<file path="config.mk">
export PLATFORM = sky130hd
export DESIGN_NAME = wlan_backoff_engine
export DESIGN_NICKNAME = d
export VERILOG_FILES = /design/src/rtl/wbe_pkg.sv /design/src/rtl/wbe_core.sv /design/src/rtl/wlan_backoff_engine.sv
export SDC_FILE = /design/constraint.sdc
export NUM_CORES = 1
export LEC_CHECK = 0
export ABC_AREA = 1
export BUFFER_PORTS_ARGS = -buffer_cell sky130_fd_sc_hd__buf_2
export CAP_MARGIN = 20
export CORE_UTILIZATION = 50
export CTS_CLUSTER_DIAMETER = 50
export CTS_CLUSTER_SIZE = 28
export DETAILED_ROUTE_END_ITERATION = 10
export MAX_ROUTING_LAYER = met4
export PLACE_DENSITY = 0.74
export RECOVER_POWER = 100
export SYNTH_ARGS = -nofsm -noshare
export SYNTH_HDL_FRONTEND = slang
export SYNTH_SLANG_ARGS = --single-unit
</file>
<file path="constraint.sdc">
create_clock -name i_clk -period 17 [get_ports i_clk]
set_input_delay 0.85 -clock i_clk [delete_from_list [all_inputs] [get_ports i_clk]]
set_output_delay 0.85 -clock i_clk [all_outputs]
set_load 0.02 [all_outputs]
</file>
<file path="src/rtl/wbe_pkg.sv">
// Package for the WLAN backoff engine: event codes, register indexes,
// reset values, shared types and the contention window helpers.
// No dependencies.
`default_nettype none

package wbe_pkg;

    // Default width of the window and slot counter
    localparam int WINDOW_BITS_DEF = 10;

    // Fixed field widths
    localparam int CW_W     = 10;
    localparam int TICK_W   = 16;
    localparam int FUNC_W   = 2;
    localparam int ATT_W    = 5;
    localparam int RND_W    = 16;
    localparam int CFG_IDX_W = 2;
    localparam int CFG_DAT_W = 16;

    // Event codes carried in the func field
    localparam logic [FUNC_W-1:0] FUNC_TICK    = 2'd0;
    localparam logic [FUNC_W-1:0] FUNC_IDLE    = 2'd1;
    localparam logic [FUNC_W-1:0] FUNC_BUSY    = 2'd2;
    localparam logic [FUNC_W-1:0] FUNC_REQUEST = 2'd3;

    // Configuration register indexes
    localparam logic [CFG_IDX_W-1:0] CFG_SLOT_TICKS = 2'd0;
    localparam logic [CFG_IDX_W-1:0] CFG_AIFS_TICKS = 2'd1;
    localparam logic [CFG_IDX_W-1:0] CFG_CW_MIN     = 2'd2;
    localparam logic [CFG_IDX_W-1:0] CFG_CW_MAX     = 2'd3;

    // Register reset values
    localparam logic [TICK_W-1:0] SLOT_TICKS_RST = 16'd9;
    localparam logic [TICK_W-1:0] AIFS_TICKS_RST = 16'd34;
    localparam logic [CW_W-1:0]   CW_MIN_RST     = 10'd15;
    localparam logic [CW_W-1:0]   CW_MAX_RST     = 10'd1023;

    // Configuration registers as seen by the datapath
    typedef struct packed {
        logic [TICK_W-1:0] slot_ticks;
        logic [TICK_W-1:0] aifs_ticks;
        logic [CW_W-1:0]   cw_min;
        logic [CW_W-1:0]   cw_max;
    } t_cfg;

    // Single-bit control state of the engine
    typedef struct packed {
        logic running;
        logic in_aifs;
        logic finished;
        logic tx_pending;
        logic busy;
    } t_flags;

    // Single-bit result flags of one word
    typedef struct packed {
        logic grant;
        logic req_err;
    } t_rflags;

    function automatic logic [CW_W-1:0] f_min(
        input logic [CW_W-1:0] a,
        input logic [CW_W-1:0] b
    );
        return (a < b) ? a : b;
    endfunction

    // Window for an attempt: min((cw_min+1)*2^(n-1)-1, cw_max), n=0 as n=1
    function automatic logic [CW_W-1:0] f_window_for(
        input logic [CW_W-1:0]  cw_min,
        input logic [CW_W-1:0]  cw_max,
        input logic [ATT_W-1:0] attempt
    );
        logic [ATT_W-1:0] shamt;
        logic [21:0]      scaled;
        logic [21:0]      cw;
        shamt  = (attempt == '0) ? '0 : attempt - ATT_W'(1);
        scaled = 22'({1'b0, cw_min} + 11'd1) << shamt[3:0];
        cw     = scaled - 22'd1;
        if (shamt > ATT_W'(10)) begin
            return cw_max;
        end
        return (cw > 22'(cw_max)) ? cw_max : cw[CW_W-1:0];
    endfunction

endpackage

`default_nettype wire

</file>
<file path="src/rtl/wbe_core.sv">
// Next-state and result logic of the backoff engine for one word.
// Purely combinational; depends on wbe_pkg.
`default_nettype none

module wbe_core #(
    parameter int WINDOW_BITS = wbe_pkg::WINDOW_BITS_DEF
) (
    input  wbe_pkg::t_cfg                      i_cfg,
    input  wbe_pkg::t_flags                    i_flags,
    input  logic [WINDOW_BITS-1:0]             i_window,
    input  logic [WINDOW_BITS-1:0]             i_slot,
    input  logic [wbe_pkg::TICK_W-1:0]         i_elapsed,
    input  logic [wbe_pkg::FUNC_W-1:0]         i_func,
    input  logic [wbe_pkg::ATT_W-1:0]          i_attempt,
    input  logic [wbe_pkg::RND_W-1:0]          i_rnd,
    output wbe_pkg::t_flags                    o_flags,
    output logic [WINDOW_BITS-1:0]             o_window,
    output logic [WINDOW_BITS-1:0]             o_slot,
    output logic [wbe_pkg::TICK_W-1:0]         o_elapsed,
    output wbe_pkg::t_rflags                   o_rflags
);

    localparam int PROD_W = wbe_pkg::RND_W + WINDOW_BITS + 1;

    logic [wbe_pkg::TICK_W-1:0] dur;
    logic [wbe_pkg::TICK_W-1:0] elapsed_inc;
    logic [WINDOW_BITS-1:0]     min_window;
    logic [WINDOW_BITS-1:0]     draw_window;
    logic [WINDOW_BITS:0]       win_plus;
    logic [PROD_W-1:0]          product;
    logic [WINDOW_BITS-1:0]     draw;
    logic [WINDOW_BITS-1:0]     req_window;

    // Timer duration of the current phase, zero acts as one tick
    always_comb begin
        dur = i_flags.in_aifs ? i_cfg.aifs_ticks : i_cfg.slot_ticks;
        if (dur == '0) begin
            dur = wbe_pkg::TICK_W'(1);
        end
    end

    // Saturating tick count
    assign elapsed_inc = (i_elapsed != '1) ? i_elapsed + wbe_pkg::TICK_W'(1) : i_elapsed;

    // Fresh slot draw: (rnd * (window + 1)) >> 16
    assign min_window  = WINDOW_BITS'(wbe_pkg::f_min(i_cfg.cw_min, i_cfg.cw_max));
    assign draw_window = i_flags.tx_pending ? i_window : min_window;
    assign win_plus    = {1'b0, draw_window} + (WINDOW_BITS+1)'(1);
    assign product     = PROD_W'(i_rnd) * PROD_W'(win_plus);
    assign draw        = product[wbe_pkg::RND_W +: WINDOW_BITS];

    assign req_window  = WINDOW_BITS'(wbe_pkg::f_window_for(i_cfg.cw_min, i_cfg.cw_max,
                                                            i_attempt));

    // Apply one event word
    always_comb begin
        o_flags  = i_flags;
        o_window = i_window;
        o_slot   = i_slot;
        o_elapsed = i_elapsed;
        o_rflags = '0;
        case (i_func)
            wbe_pkg::FUNC_TICK: begin
                if (i_flags.running) begin
                    o_elapsed = elapsed_inc;
                    if (elapsed_inc >= dur) begin
                        // Timer expired: leave AIFS or count down one slot
                        if (i_flags.in_aifs) begin
                            o_flags.in_aifs = 1'b0;
                            if (i_slot == '0) begin
                                o_window = draw_window;
                                o_slot   = draw;
                            end
                        end else if (i_slot != '0) begin
                            o_slot = i_slot - WINDOW_BITS'(1);
                        end
                        o_elapsed = '0;
                        if (o_slot == '0) begin
                            o_flags.running  = 1'b0;
                            o_flags.finished = 1'b1;
                            if (i_flags.tx_pending) begin
                                o_flags.tx_pending = 1'b0;
                                o_flags.finished   = 1'b0;
                                o_rflags.grant     = 1'b1;
                            end
                        end
                    end
                end
            end
            wbe_pkg::FUNC_IDLE: begin
                // Restart the AIFS wait
                o_flags.busy     = 1'b0;
                o_flags.finished = 1'b0;
                o_flags.in_aifs  = 1'b1;
                o_flags.running  = 1'b1;
                o_elapsed        = '0;
            end
            wbe_pkg::FUNC_BUSY: begin
                // Freeze the countdown
                o_flags.busy    = 1'b1;
                o_flags.running = 1'b0;
                o_elapsed       = '0;
            end
            wbe_pkg::FUNC_REQUEST: begin
                if (i_flags.tx_pending) begin
                    o_rflags.req_err = 1'b1;
                end else begin
                    o_flags.tx_pending = 1'b1;
                    o_window           = req_window;
                    // Post-backoff already done on an idle medium: grant now
                    if (i_flags.finished && !i_flags.busy) begin
                        o_flags.tx_pending = 1'b0;
                        o_flags.finished   = 1'b0;
                        o_rflags.grant     = 1'b1;
                    end
                end
            end
            default: begin
                o_rflags = '0;
            end
        endcase
    end

endmodule

`default_nettype wire

</file>
<file path="src/rtl/wlan_backoff_engine.sv">
// WLAN backoff engine top level: config registers, state and output register.
// Depends on wbe_pkg and wbe_core.
// The result of each accepted word is registered in the output register.
// Throughput: one word per cycle when not stalled; all work is one pass through wbe_core.
// Input ready drops only while the output register holds an untaken result.
// Reset (synchronous, active low): defaults in config, AIFS wait running, no result held.
`default_nettype none

module wlan_backoff_engine #(
    parameter int WINDOW_BITS = wbe_pkg::WINDOW_BITS_DEF
) (
    input  logic                              i_clk,
    input  logic                              i_rst_n,
    // configuration write channel
    input  logic                              i_cfg_valid,
    output logic                              o_cfg_ready,
    input  logic [wbe_pkg::CFG_IDX_W-1:0]     i_cfg_index,
    input  logic [wbe_pkg::CFG_DAT_W-1:0]     i_cfg_data,
    // event channel
    input  logic                              i_valid,
    output logic                              o_ready,
    input  logic [wbe_pkg::FUNC_W-1:0]        i_func,
    input  logic [wbe_pkg::ATT_W-1:0]         i_attempt_number,
    input  logic [wbe_pkg::RND_W-1:0]         i_random_fraction,
    // result channel
    output logic                              o_valid,
    input  logic                              i_ready,
    output logic                              o_grant,
    output logic                              o_request_error,
    output logic [wbe_pkg::CW_W-1:0]          o_slot_counter,
    output logic [wbe_pkg::CW_W-1:0]          o_window_now,
    output logic                              o_post_backoff_done
);

    wbe_pkg::t_cfg              r_cfg;
    wbe_pkg::t_flags            r_flags, n_flags;
    logic [WINDOW_BITS-1:0]     r_window, n_window;
    logic [WINDOW_BITS-1:0]     r_slot, n_slot;
    logic [wbe_pkg::TICK_W-1:0] r_elapsed, n_elapsed;
    wbe_pkg::t_rflags           n_rflags;

    logic                       r_out_valid;
    logic                       r_grant;
    logic                       r_req_err;
    logic [wbe_pkg::CW_W-1:0]   r_slot_out;
    logic [wbe_pkg::CW_W-1:0]   r_window_out;
    logic                       r_done;
    logic                       accept;

    assign o_cfg_ready = 1'b1;
    assign o_ready     = !r_out_valid || i_ready;
    assign accept      = i_valid && o_ready;

    // Configuration registers
    always_ff @(posedge i_clk) begin
        if (!i_rst_n) begin
            r_cfg.slot_ticks <= wbe_pkg::SLOT_TICKS_RST;
            r_cfg.aifs_ticks <= wbe_pkg::AIFS_TICKS_RST;
            r_cfg.cw_min     <= wbe_pkg::CW_MIN_RST;
            r_cfg.cw_max     <= wbe_pkg::CW_MAX_RST;
        end else if (i_cfg_valid) begin
            case (i_cfg_index)
                wbe_pkg::CFG_SLOT_TICKS: r_cfg.slot_ticks <= i_cfg_data;
                wbe_pkg::CFG_AIFS_TICKS: r_cfg.aifs_ticks <= i_cfg_data;
                wbe_pkg::CFG_CW_MIN:     r_cfg.cw_min <= i_cfg_data[wbe_pkg::CW_W-1:0];
                wbe_pkg::CFG_CW_MAX:     r_cfg.cw_max <= i_cfg_data[wbe_pkg::CW_W-1:0];
                default: begin
                end
            endcase
        end
    end

    wbe_core #(
        .WINDOW_BITS (WINDOW_BITS)
    ) u_core (
        .i_cfg     (r_cfg),
        .i_flags   (r_flags),
        .i_window  (r_window),
        .i_slot    (r_slot),
        .i_elapsed (r_elapsed),
        .i_func    (i_func),
        .i_attempt (i_attempt_number),
        .i_rnd     (i_random_fraction),
        .o_flags   (n_flags),
        .o_window  (n_window),
        .o_slot    (n_slot),
        .o_elapsed (n_elapsed),
        .o_rflags  (n_rflags)
    );

    // Engine state: advance on each accepted word
    always_ff @(posedge i_clk) begin
        if (!i_rst_n) begin
            r_flags.running    <= 1'b1;
            r_flags.in_aifs    <= 1'b1;
            r_flags.finished   <= 1'b0;
            r_flags.tx_pending <= 1'b0;
            r_flags.busy       <= 1'b0;
            r_window           <= WINDOW_BITS'(wbe_pkg::CW_MIN_RST);
            r_slot             <= '0;
            r_elapsed          <= '0;
        end else if (accept) begin
            r_flags   <= n_flags;
            r_window  <= n_window;
            r_slot    <= n_slot;
            r_elapsed <= n_elapsed;
        end
    end

    // Output valid: set on accept, drop when taken
    always_ff @(posedge i_clk) begin
        if (!i_rst_n) begin
            r_out_valid <= 1'b0;
        end else if (accept) begin
            r_out_valid <= 1'b1;
        end else if (i_ready) begin
            r_out_valid <= 1'b0;
        end
    end

    // Output payload: load on accept, hold otherwise
    always_ff @(posedge i_clk) begin
        if (accept) begin
            r_grant      <= n_rflags.grant;
            r_req_err    <= n_rflags.req_err;
            r_slot_out   <= wbe_pkg::CW_W'(n_slot);
            r_window_out <= wbe_pkg::CW_W'(n_window);
            r_done       <= n_flags.finished;
        end
    end

    assign o_valid             = r_out_valid;
    assign o_grant             = r_grant;
    assign o_request_error     = r_req_err;
    assign o_slot_counter      = r_slot_out;
    assign o_window_now        = r_window_out;
    assign o_post_backoff_done = r_done;

    // A grant and a rejected request never come from the same word
    a_grant_err_excl: assert property (@(posedge i_clk) disable iff (!i_rst_n)
        o_valid |-> !(o_grant && o_request_error))
        else $error("grant and request_error both set");

    // A grant consumes the finished backoff
    a_grant_not_done: assert property (@(posedge i_clk) disable iff (!i_rst_n)
        (o_valid && o_grant) |-> !o_post_backoff_done)
        else $error("post_backoff_done set with grant");

    // Post-backoff can only be done with the counter at zero
    a_done_zero: assert property (@(posedge i_clk) disable iff (!i_rst_n)
        r_flags.finished |-> (r_slot == '0))
        else $error("finished with nonzero slot count");

    // A pending request never survives an expiry to zero
    a_grant_clears: assert property (@(posedge i_clk) disable iff (!i_rst_n)
        (accept && n_rflags.grant) |=> !r_flags.tx_pending)
        else $error("request still pending after grant");

endmodule

`default_nettype wire

</file>
==> flow_metrics.env, run 1 <==
export IMPL_fmax_ghz=0.106
export IMPL_multi_input_area_sq_um=9990
export IMPL_period_share_pct=55.6
export IMPL_clockRootBuffer="clkbuf_16"
export IMPL_area_growth_pct=7.74
export IMPL_drtPass1Iterations=6
export IMPL_wl_mm=38.6
export IMPL_fp_dieW_um=171
export IMPL_initial_core_util_pct=51.0
export IMPL_ys_flop_type="dfxtp_1"
export IMPL_critPathLaunchType="register"
export IMPL_port_buffers=70
export IMPL_synth_avg_cell_area_sq_um=6.85
export IMPL_min_path_type="reg2reg"
export IMPL_gr_total_overflow=0
export IMPL_power_leakage_nw=7.87
export IMPL_layout_setup_ws_ps=7540
export IMPL_p_int_w=0.000882
export IMPL_cp_top_family="adder cells"
export IMPL_antenna_found_initial=0
export IMPL_slowest_stage="fa_1"
export IMPL_diodes=0
export IMPL_crit_type="reg2reg"
export IMPL_io_pins=72
export IMPL_synthDistinctLibCells=59
export IMPL_arrival_ps=9760
export IMPL_cts_clk_slew_worst_paths_ps=60
export IMPL_fin_skew_ps=13.5
export IMPL_final_nets=2383
export IMPL_vias=13600
export IMPL_power_per_cell_area_nw_per_um2=114
export IMPL_worst_pin_slew_ps=2370
export IMPL_p_sw_share_pct=49.6
export IMPL_syn_area_sq_um=14200
export IMPL_r2r_start="r_cfg[5]"
export IMPL_worstSetupStartpoint="r_cfg[5]"
export IMPL_syn_num_nets=2347
export IMPL_pre_cts_slack_ps=7590
export IMPL_via_per_inst=5.42
export IMPL_holdCritStartpoint="r_cfg[21]"
export IMPL_synth_cells=2073
export IMPL_layout_common_cells="nand2_1 (481), inv_1 (333), nor2_1 (261)"
export IMPL_drive_gt1_share_pct=6.36
export IMPL_dp_cells=2466
export IMPL_h_tree_depth=4
export IMPL_final_cells=2500
export IMPL_slowest_delay_ps=560
export IMPL_pwr_share_seq_pct=17.9
export IMPL_timing_slew_headroom_pct=-58.3
export IMPL_routedWlPerCell_um=15.4
export IMPL_gp_congestion=0.968
export IMPL_cp_required_ps=17300
export IMPL_cts_tree="built"
export IMPL_dp_hpwl_mm=30.4
export IMPL_grt_pass1_vias=13000
export IMPL_status="finished with violations"
export IMPL_ant_nets=0
export IMPL_rsz0062_at_grt="false"
export IMPL_final_max_slew_violation_count=134
export IMPL_p_clk_share_pct=20.1
export IMPL_grt_pass1_wl_mm=62.9
export IMPL_die_height_um=171
export IMPL_initialDrtViolationCount=1020
export IMPL_hold_violations=0
export IMPL_min_period_ps=9460
export IMPL_finalSetupTns_ps=0
export IMPL_grtUsageTotal_pct=28.0
export IMPL_core_rowCount=61
export IMPL_cp_end_kind="register"
export IMPL_ctsResizeCount=0
export IMPL_crit_buf_inv=5
export IMPL_yosysSeqAreaShare_pct=18.1
export IMPL_cts_sinks=117
export IMPL_drv_cap=3
export IMPL_ys_ff_latch=117
export IMPL_violations="capacitance limit, slew limit"
export IMPL_cts_hold_buf=0
export IMPL_clk_insertion_delay_late_ps=420
export IMPL_grt_max_degree=64
export IMPL_p_sw_w=0.000868
export IMPL_fillers=2716
export IMPL_seq_area_sq_um=2570
export IMPL_synth_edff_count=23
export IMPL_power_total_w=0.00175
export IMPL_async_flop_share_pct=0
export IMPL_core_sq_um=27900
export IMPL_post_cts_buffers=0
export IMPL_clk_path_buf_depth=2
export IMPL_mostFrequentLayoutCell="nand2_1"
export IMPL_drc=0
export IMPL_setup_viol=0
export IMPL_vdd_drop_max_v=0.0000789
export IMPL_pwr_share_comb_pct=61.9
export IMPL_die_area_sq_um=29100
export IMPL_yosys_warnings=0
export IMPL_worstPathMaxFanout=19
export IMPL_cts_buffers=17
export IMPL_cpMostUsedCell="nand2_1"
## worst register-to-register path: cells and delay by family (launching register included)
family | cells | cell delay [ps]
DFF | 1 | 370
and+or+nand+nor | 24 | 3300
adders and majority gates | 7 | 3290
buffers and inverters | 5 | 590
xor gates and xnor gates | 1 | 330
AOI/OAI and AO/OA | 7 | 1480
## Yosys cell counts (9+ instances only)
master / n / share of area (%)
inv_1: 331 / 8.7
nand3_2: 11 / 0.78
mux2i_1: 16 / 1.1
xor2_1: 17 / 1.0
nand2_1: 481 / 13
nand3_1: 123 / 4.3
clkbuf_1: 43 / 1.1
a21oi_1: 128 / 4.5
a22oi_1: 9 / 0.48
ha_1: 105 / 9.2
nor2_1: 258 / 6.8
fa_1: 123 / 17
dfxtp_1: 94 / 13
nand4_1: 28 / 1.2
o211ai_1: 14 / 0.74
buf_2: 11 / 0.39
o21ai_0: 117 / 4.1
nor3_1: 23 / 0.81
edfxtp_1: 23 / 4.9
inv_2: 12 / 0.32
## metrics by stage
step / hold WS, ps / utilization, % / area [sq um]
floorplan: 428 / - / 14200
global placement: 439 / 53.2 / 14800
detailed placement: 447 / 53.2 / 14800
CTS: 462 / 55.3 / 15400
global route: 495 / 54.9 / 15300
finish: 460 / 54.9 / 15300
## power groups by stage
stage | combinational [W] | sequential (W) | clock [W]
2_1_floorplan | 0.000805 | 0.000321 | 0
3_3_place_gp | 0.00106 | 0.000318 | 0
3_5_place_dp | 0.00108 | 0.000319 | 0
4_1_cts | 0.00109 | 0.000313 | 0.000355
5_1_grt | 0.00124 | 0.000315 | 0.000370
6_report | 0.00108 | 0.000314 | 0.000352
## per-layer routing
| layer | vias up | track usage [%] | part of all wire (%) |
|---|---|---|---|
| met5 | - | - | 0 |
| met4 | 0 | 11.0 | 3.4 |
| met3 | 92 | 3.84 | 5.5 |
| met2 | 420 | 46.8 | 48 |
| met1 | 6393 | 34.2 | 43 |
| li1 | 6651 | - | - |
## final cells by class
class	instances	area share, %
multi-input combinational	1545	65.3
sequential	117	16.8
inverter	349	8.57
clock buffer	22	3.32
tap	378	3.09
timing repair buffer	79	2.44
clock inverter	10	0.523
## flip-flops by register name, summed over array words and instances (netlist names)
| register | cells |
|---|---|
| r_cfg | 52 |
| r_elapsed | 16 |
| o_slot_counter | 10 |
| o_window_now | 10 |
| r_slot | 10 |
| r_window | 10 |
| r_flags | 5 |
| o_grant | 1 |
| o_post_backoff_done | 1 |
| o_request_error | 1 |
| o_valid | 1 |
## kinds of logic (layout without fill, tap and decap cells)
| kind of cell | count (synthesis) | after routing | share of synthesized area [%] |
|---|---|---|---|
| simple gates | 968 | 968 | 29.5 |
| flops | 117 | 117 | 18.1 |
| mux | 16 | 16 | 1.13 |
| buf+inv | 411 | 460 | 11.2 |
| other cells | 1 | 1 | 0.0264 |
| fa+ha+maj | 228 | 228 | 26.6 |
| xor+xnor | 25 | 25 | 1.54 |
| compound gates | 307 | 307 | 11.9 |
## worst paths after layout
path,end,depth (start not counted),slack [ps]
max,r_flags[1],44,7540
min,r_cfg[21],2,460
max reg2reg,r_flags[1],44,7540
min reg2reg,r_cfg[21],2,460
Note: power is estimated with default switching activity, not from simulation.
==> inputs of run 2 (changes only) <==
clock period = 9.25 ns   (was 17 ns; I/O delays follow)
==> flow_metrics.env, run 2 (synthesized netlist as in run 1, its figures left out) <==
export IMPL_top_regs="r_cfg x52, r_elapsed x16"
export IMPL_min_path_type="in2reg"
export IMPL_grt_pass1_vias=13100
export IMPL_io_pins=72
export IMPL_cts_hold_buf=0
export IMPL_mostFrequentLayoutCell="nand2_1"
export IMPL_initialDrtViolationCount=979
export IMPL_final_cells=2512
export IMPL_slowest_delay_ps=550
export IMPL_cts_clk_slew_worst_paths_ps=60
export IMPL_grt_pass1_wl_mm=63.8
export IMPL_fmax_ghz=0.115
export IMPL_timing_slew_headroom_pct=38.1
export IMPL_cp_required_ps=9520
export IMPL_hold_violations=0
export IMPL_cts_sinks=117
export IMPL_h_tree_depth=4
export IMPL_period_share_pct=94.1
export IMPL_gr_total_overflow=0
export IMPL_die_area_sq_um=29100
export IMPL_vdd_drop_max_v=0.000166
export IMPL_regMostFlops="r_cfg"
export IMPL_core_rowCount=61
export IMPL_final_max_slew_violation_count=0
export IMPL_vias=13600
export IMPL_cts_buffers=17
export IMPL_fin_skew_ps=8.38
export IMPL_clockRootBuffer="clkbuf_16"
export IMPL_drtPass1Iterations=5
export IMPL_cpMostUsedCell="nor2_1"
export IMPL_setup_viol=0
export IMPL_fp_dieW_um=171
export IMPL_largest_reg_flops=52
export IMPL_cp_end_kind="register"
export IMPL_antenna_found_initial=0
export IMPL_finalSetupTns_ps=0
export IMPL_ant_nets=0
export IMPL_clk_insertion_delay_late_ps=430
export IMPL_power_per_cell_area_nw_per_um2=208
export IMPL_port_buffers=70
export IMPL_grt_max_degree=64
export IMPL_initial_core_util_pct=51.0
export IMPL_die_height_um=171
export IMPL_slowest_stage="fa_1"
export IMPL_grtUsageTotal_pct=28.5
export IMPL_clk_path_buf_depth=2
export IMPL_critPathLaunchType="register"
export IMPL_final_nets=2396
export IMPL_utilization_pct=55.3
export IMPL_gp_congestion=0.964
export IMPL_drc=0
export IMPL_diodes=0
export IMPL_layout_common_cells="nand2_1 (480), inv_1 (331), nor2_1 (259)"
export IMPL_power_leakage_nw=7.93
export IMPL_worst_pin_slew_ps=921
export IMPL_drv_cap=0
export IMPL_dp_hpwl_mm=30.7
export IMPL_drive_gt1_share_pct=7.36
export IMPL_via_per_inst=5.43
export IMPL_wl_mm=38.9
export IMPL_worstPathMaxFanout=15
export IMPL_area_growth_pct=8.52
export IMPL_cts_tree="built"
export IMPL_status="completed"
export IMPL_arrival_ps=8970
export IMPL_min_period_ps=8700
export IMPL_core_sq_um=27900
export IMPL_dp_cells=2473
export IMPL_crit_type="reg2reg"
export IMPL_routedWlPerCell_um=15.5
## run 2: cell count changes in the layout (fill, tap and decap cells not counted), sizes merged
| cell | previous run | this run |
|---|---|---|
| buf | 49 | 60 |
| clkinv | 9 | 13 |
| clkbuf | 52 | 49 |
| bufinv | 0 | 1 |
| inv | 349 | 348 |
## run 2: path summary, 6_finish.rpt
check,slack [ps],from,cells past startpoint,endpoint
setup reg to reg,550,r_cfg[9],40,o_grant
hold / removal,270,i_cfg_data[14],3,r_cfg[50]
hold reg to reg,460,r_cfg[21],2,r_cfg[21]
setup / recovery,550,r_cfg[9],40,o_grant
## run 2: per-layer routing
layer | vias up | track usage [%] | part of all wire, %
met5 | - | - | 0
met4 | 0 | 8.77 | 2.9
met3 | 76 | 3.89 | 4.7
met2 | 418 | 48.3 | 49
met1 | 6455 | 35.0 | 43
li1 | 6691 | - | -
## run 2: worst max-delay path: cells and delay by family (launching register included)
kind | cells | cell delay [ps]
buffers and inverters | 5 | 440
flip-flops | 1 | 360
AND/OR/NAND/NOR | 18 | 2560
XOR/XNOR | 1 | 250
adder cells (fa/ha/maj) | 7 | 3250
AO/OA/AOI/OAI | 9 | 1680
## run 2: power breakdown
group / total, W / leakage (nW) / switching (W) / internal, W
Combinational: 0.00200 / 6.65 / 0.00133 / 0.000673
Sequential: 0.000574 / 0.998 / 0.0000202 / 0.000553
Clock: 0.000629 / 0.280 / 0.000259 / 0.000370
Total: 0.00320 / 7.93 / 0.00161 / 0.00160
## run 2: layout make-up
class | count | area (sq um)
Sequential cell | 117 | 2570
Clock buffer | 17 | 425
Inverter | 349 | 1320
Clock inverter | 14 | 128
Multi-Input combinational cell | 1545 | 10000
Fill cell | 2678 | 12400
Timing Repair Buffer | 92 | 478
Tap cell | 378 | 473
## run 2: stage by stage
stage | hold slack [ps] | setup slack, ps | total power [W] | area (sq um)
6_report | 271 | 549 | 0.00320 | 15400
5_1_grt | 279 | -89.3 | 0.00354 | 15400
4_1_cts | 266 | 286 | 0.00320 | 15400
3_5_place_dp | 444 | 316 | 0.00256 | 14900
3_3_place_gp | 438 | 460 | 0.00253 | 14900
2_1_floorplan | 428 | 1310 | 0.00207 | 14200
## run 2: repair_timing
item | 4_1_cts | 5_1_grt
hold endpoints to repair | 0 | 0
setup endpoints to repair | 0 | 13
buffers inserted | 0 | 5
gates resized for setup | 0 | 11
==> inputs of run 3 (changes only) <==
clock period = 10.65 ns   (was 9.25 ns; I/O delays follow)
==> flow_metrics.env, run 3 (synthesized netlist as in run 1, its figures left out) <==
export IMPL_drtPass1Iterations=8
export IMPL_pwr_share_comb_pct=61.2
export IMPL_initial_core_util_pct=51.0
export IMPL_top_regs="r_cfg x52, r_elapsed x16"
export IMPL_p_sw_share_pct=49.3
export IMPL_met3_usage_pct=3.98
export IMPL_diodes=0
export IMPL_fillers=2714
export IMPL_utilization_pct=55.1
export IMPL_grtUsageTotal_pct=28.5
export IMPL_grt_pass1_wl_mm=64.3
export IMPL_critPathLaunchType="register"
export IMPL_fin_skew_ps=10.2
export IMPL_pwr_share_seq_pct=17.4
export IMPL_cts_clk_slew_worst_paths_ps=60
export IMPL_core_sq_um=27900
export IMPL_hold_violations=0
export IMPL_gp_congestion=0.953
export IMPL_area_growth_pct=8.13
export IMPL_timing_slew_headroom_pct=-60.3
export IMPL_io_pins=72
export IMPL_gr_total_overflow=0
export IMPL_grt_use_met1_pct=35.3
export IMPL_die_area_sq_um=29100
export IMPL_grt_pass1_vias=13300
export IMPL_fmax_ghz=0.105
export IMPL_p_int_w=0.00146
export IMPL_fp_dieW_um=171
export IMPL_crit_buf_inv=8
export IMPL_core_rowCount=61
export IMPL_min_period_ps=9560
export IMPL_min_path_type="in2reg"
export IMPL_p_sw_w=0.00142
export IMPL_layout_common_cells="nand2_1 (481), inv_1 (333), nor2_1 (261)"
export IMPL_largest_reg_flops=52
export IMPL_crit_type="reg2reg"
export IMPL_drc=0
export IMPL_cts_tree="built"
export IMPL_clockRootBuffer="clkbuf_16"
export IMPL_worst_pin_slew_ps=2410
export IMPL_setup_viol=0
export IMPL_routedWlPerCell_um=15.6
export IMPL_vias=13600
export IMPL_initialDrtViolationCount=942
export IMPL_wl_mm=38.9
export IMPL_worstPathMaxFanout=19
export IMPL_clk_path_buf_depth=2
export IMPL_dp_hpwl_mm=30.7
export IMPL_h_tree_depth=4
export IMPL_regMostFlops="r_cfg"
export IMPL_cts_hold_buf=0
export IMPL_clk_insertion_delay_late_ps=420
export IMPL_via_per_inst=5.44
export IMPL_port_buffers=70
export IMPL_status="finished with violations"
export IMPL_grt_busiest_layer="met2"
export IMPL_cp_required_ps=10950
export IMPL_use_met2_pct=47.2
export IMPL_violations="capacitance limit, slew limit"
export IMPL_power_total_w=0.00287
export IMPL_grt_max_degree=64
export IMPL_arrival_ps=9870
export IMPL_ant_nets=0
export IMPL_layout_setup_ws_ps=1090
export IMPL_final_max_slew_violation_count=105
export IMPL_cp_top_family="adder cells"
export IMPL_cp_end_kind="register"
export IMPL_power_leakage_nw=7.90
export IMPL_slowest_delay_ps=550
export IMPL_final_nets=2384
export IMPL_power_per_cell_area_nw_per_um2=187
export IMPL_cts_buffers=17
export IMPL_drv_cap=2
export IMPL_ctsResizeCount=0
export IMPL_cts_sinks=117
export IMPL_p_clk_share_pct=21.4
export IMPL_cpMostUsedCell="nand2_1"
export IMPL_slowest_stage="fa_1"
export IMPL_pre_cts_slack_ps=1520
export IMPL_vdd_drop_max_v=0.000121
export IMPL_drive_gt1_share_pct=6.45
export IMPL_post_cts_buffers=0
export IMPL_period_share_pct=89.8
export IMPL_mostFrequentLayoutCell="nand2_1"
export IMPL_finalSetupTns_ps=0
export IMPL_antenna_found_initial=0
export IMPL_rsz0062_at_grt="false"
export IMPL_die_height_um=171
run 3: cell types whose count changed in the layout (fill, tap and decap cells not counted), moves of 2 or more:
cell / change
a21oi_1: +2
nor2_2: -2
inv_4: -2
clkinv_4: -3
inv_1: +2
clkbuf_1: -2
a21oi_2: -2
inv_6: +4
clkinv_2: -3
buf_4: -10
clkbuf_16: +2
nor2_1: +2
run 3: cell type report:
cell class	instances	area [sq um]	share of cell area, %
clock buffers	20	489	3.18
repair buffers	80	380	2.48
inverters	349	1310	8.54
multi-input cells	1545	9980	65.0
flip-flops and latches	117	2570	16.7
clock inverters	12	150	0.977
well taps	378	473	3.08
run 3: path summary, 6_finish.rpt:
| path | from | end | slack, ps | cells after the start |
|---|---|---|---|---|
| max | r_cfg[9] | r_flags[1] | 1090 | 45 |
| min | i_cfg_data[15] | r_cfg[51] | 350 | 3 |
| max reg2reg | r_cfg[9] | r_flags[1] | 1090 | 45 |
| min reg2reg | r_cfg[21] | r_cfg[21] | 460 | 2 |
run 3: per-stage QoR:
step	hold slack, ps	instance area [sq um]	cells
after floorplan	428	14200	2073
after global placement	438	14800	2467
after detailed placement	443	14800	2467
after CTS	342	15500	2499
after global routing	358	15400	2501
final	349	15400	2501
run 3: power groups by stage:
stage	clock network, W	registers, W	logic, W
global placement	0	0.000508	0.00173
finish	0.000614	0.000501	0.00176
floorplan	0	0.000512	0.00128
detailed placement	0	0.000509	0.00175
CTS	0.000620	0.000500	0.00177
global route	0.000640	0.000503	0.00199
run 3: metal layers:
metal | up-vias | routed length, um
met4 | 0 | 1410
met1 | 6399 | 16900
met2 | 447 | 18700
met3 | 108 | 1980
met5 | - | 0
li1 | 6663 | -
run 3: worst reg2reg max path: cells and delay by family (launching register included):
kind	cells	cell delay (ps)
flops	1	360
fa+ha+maj	8	3560
simple gates	21	2770
compound gates	8	1460
buf+inv	8	1320
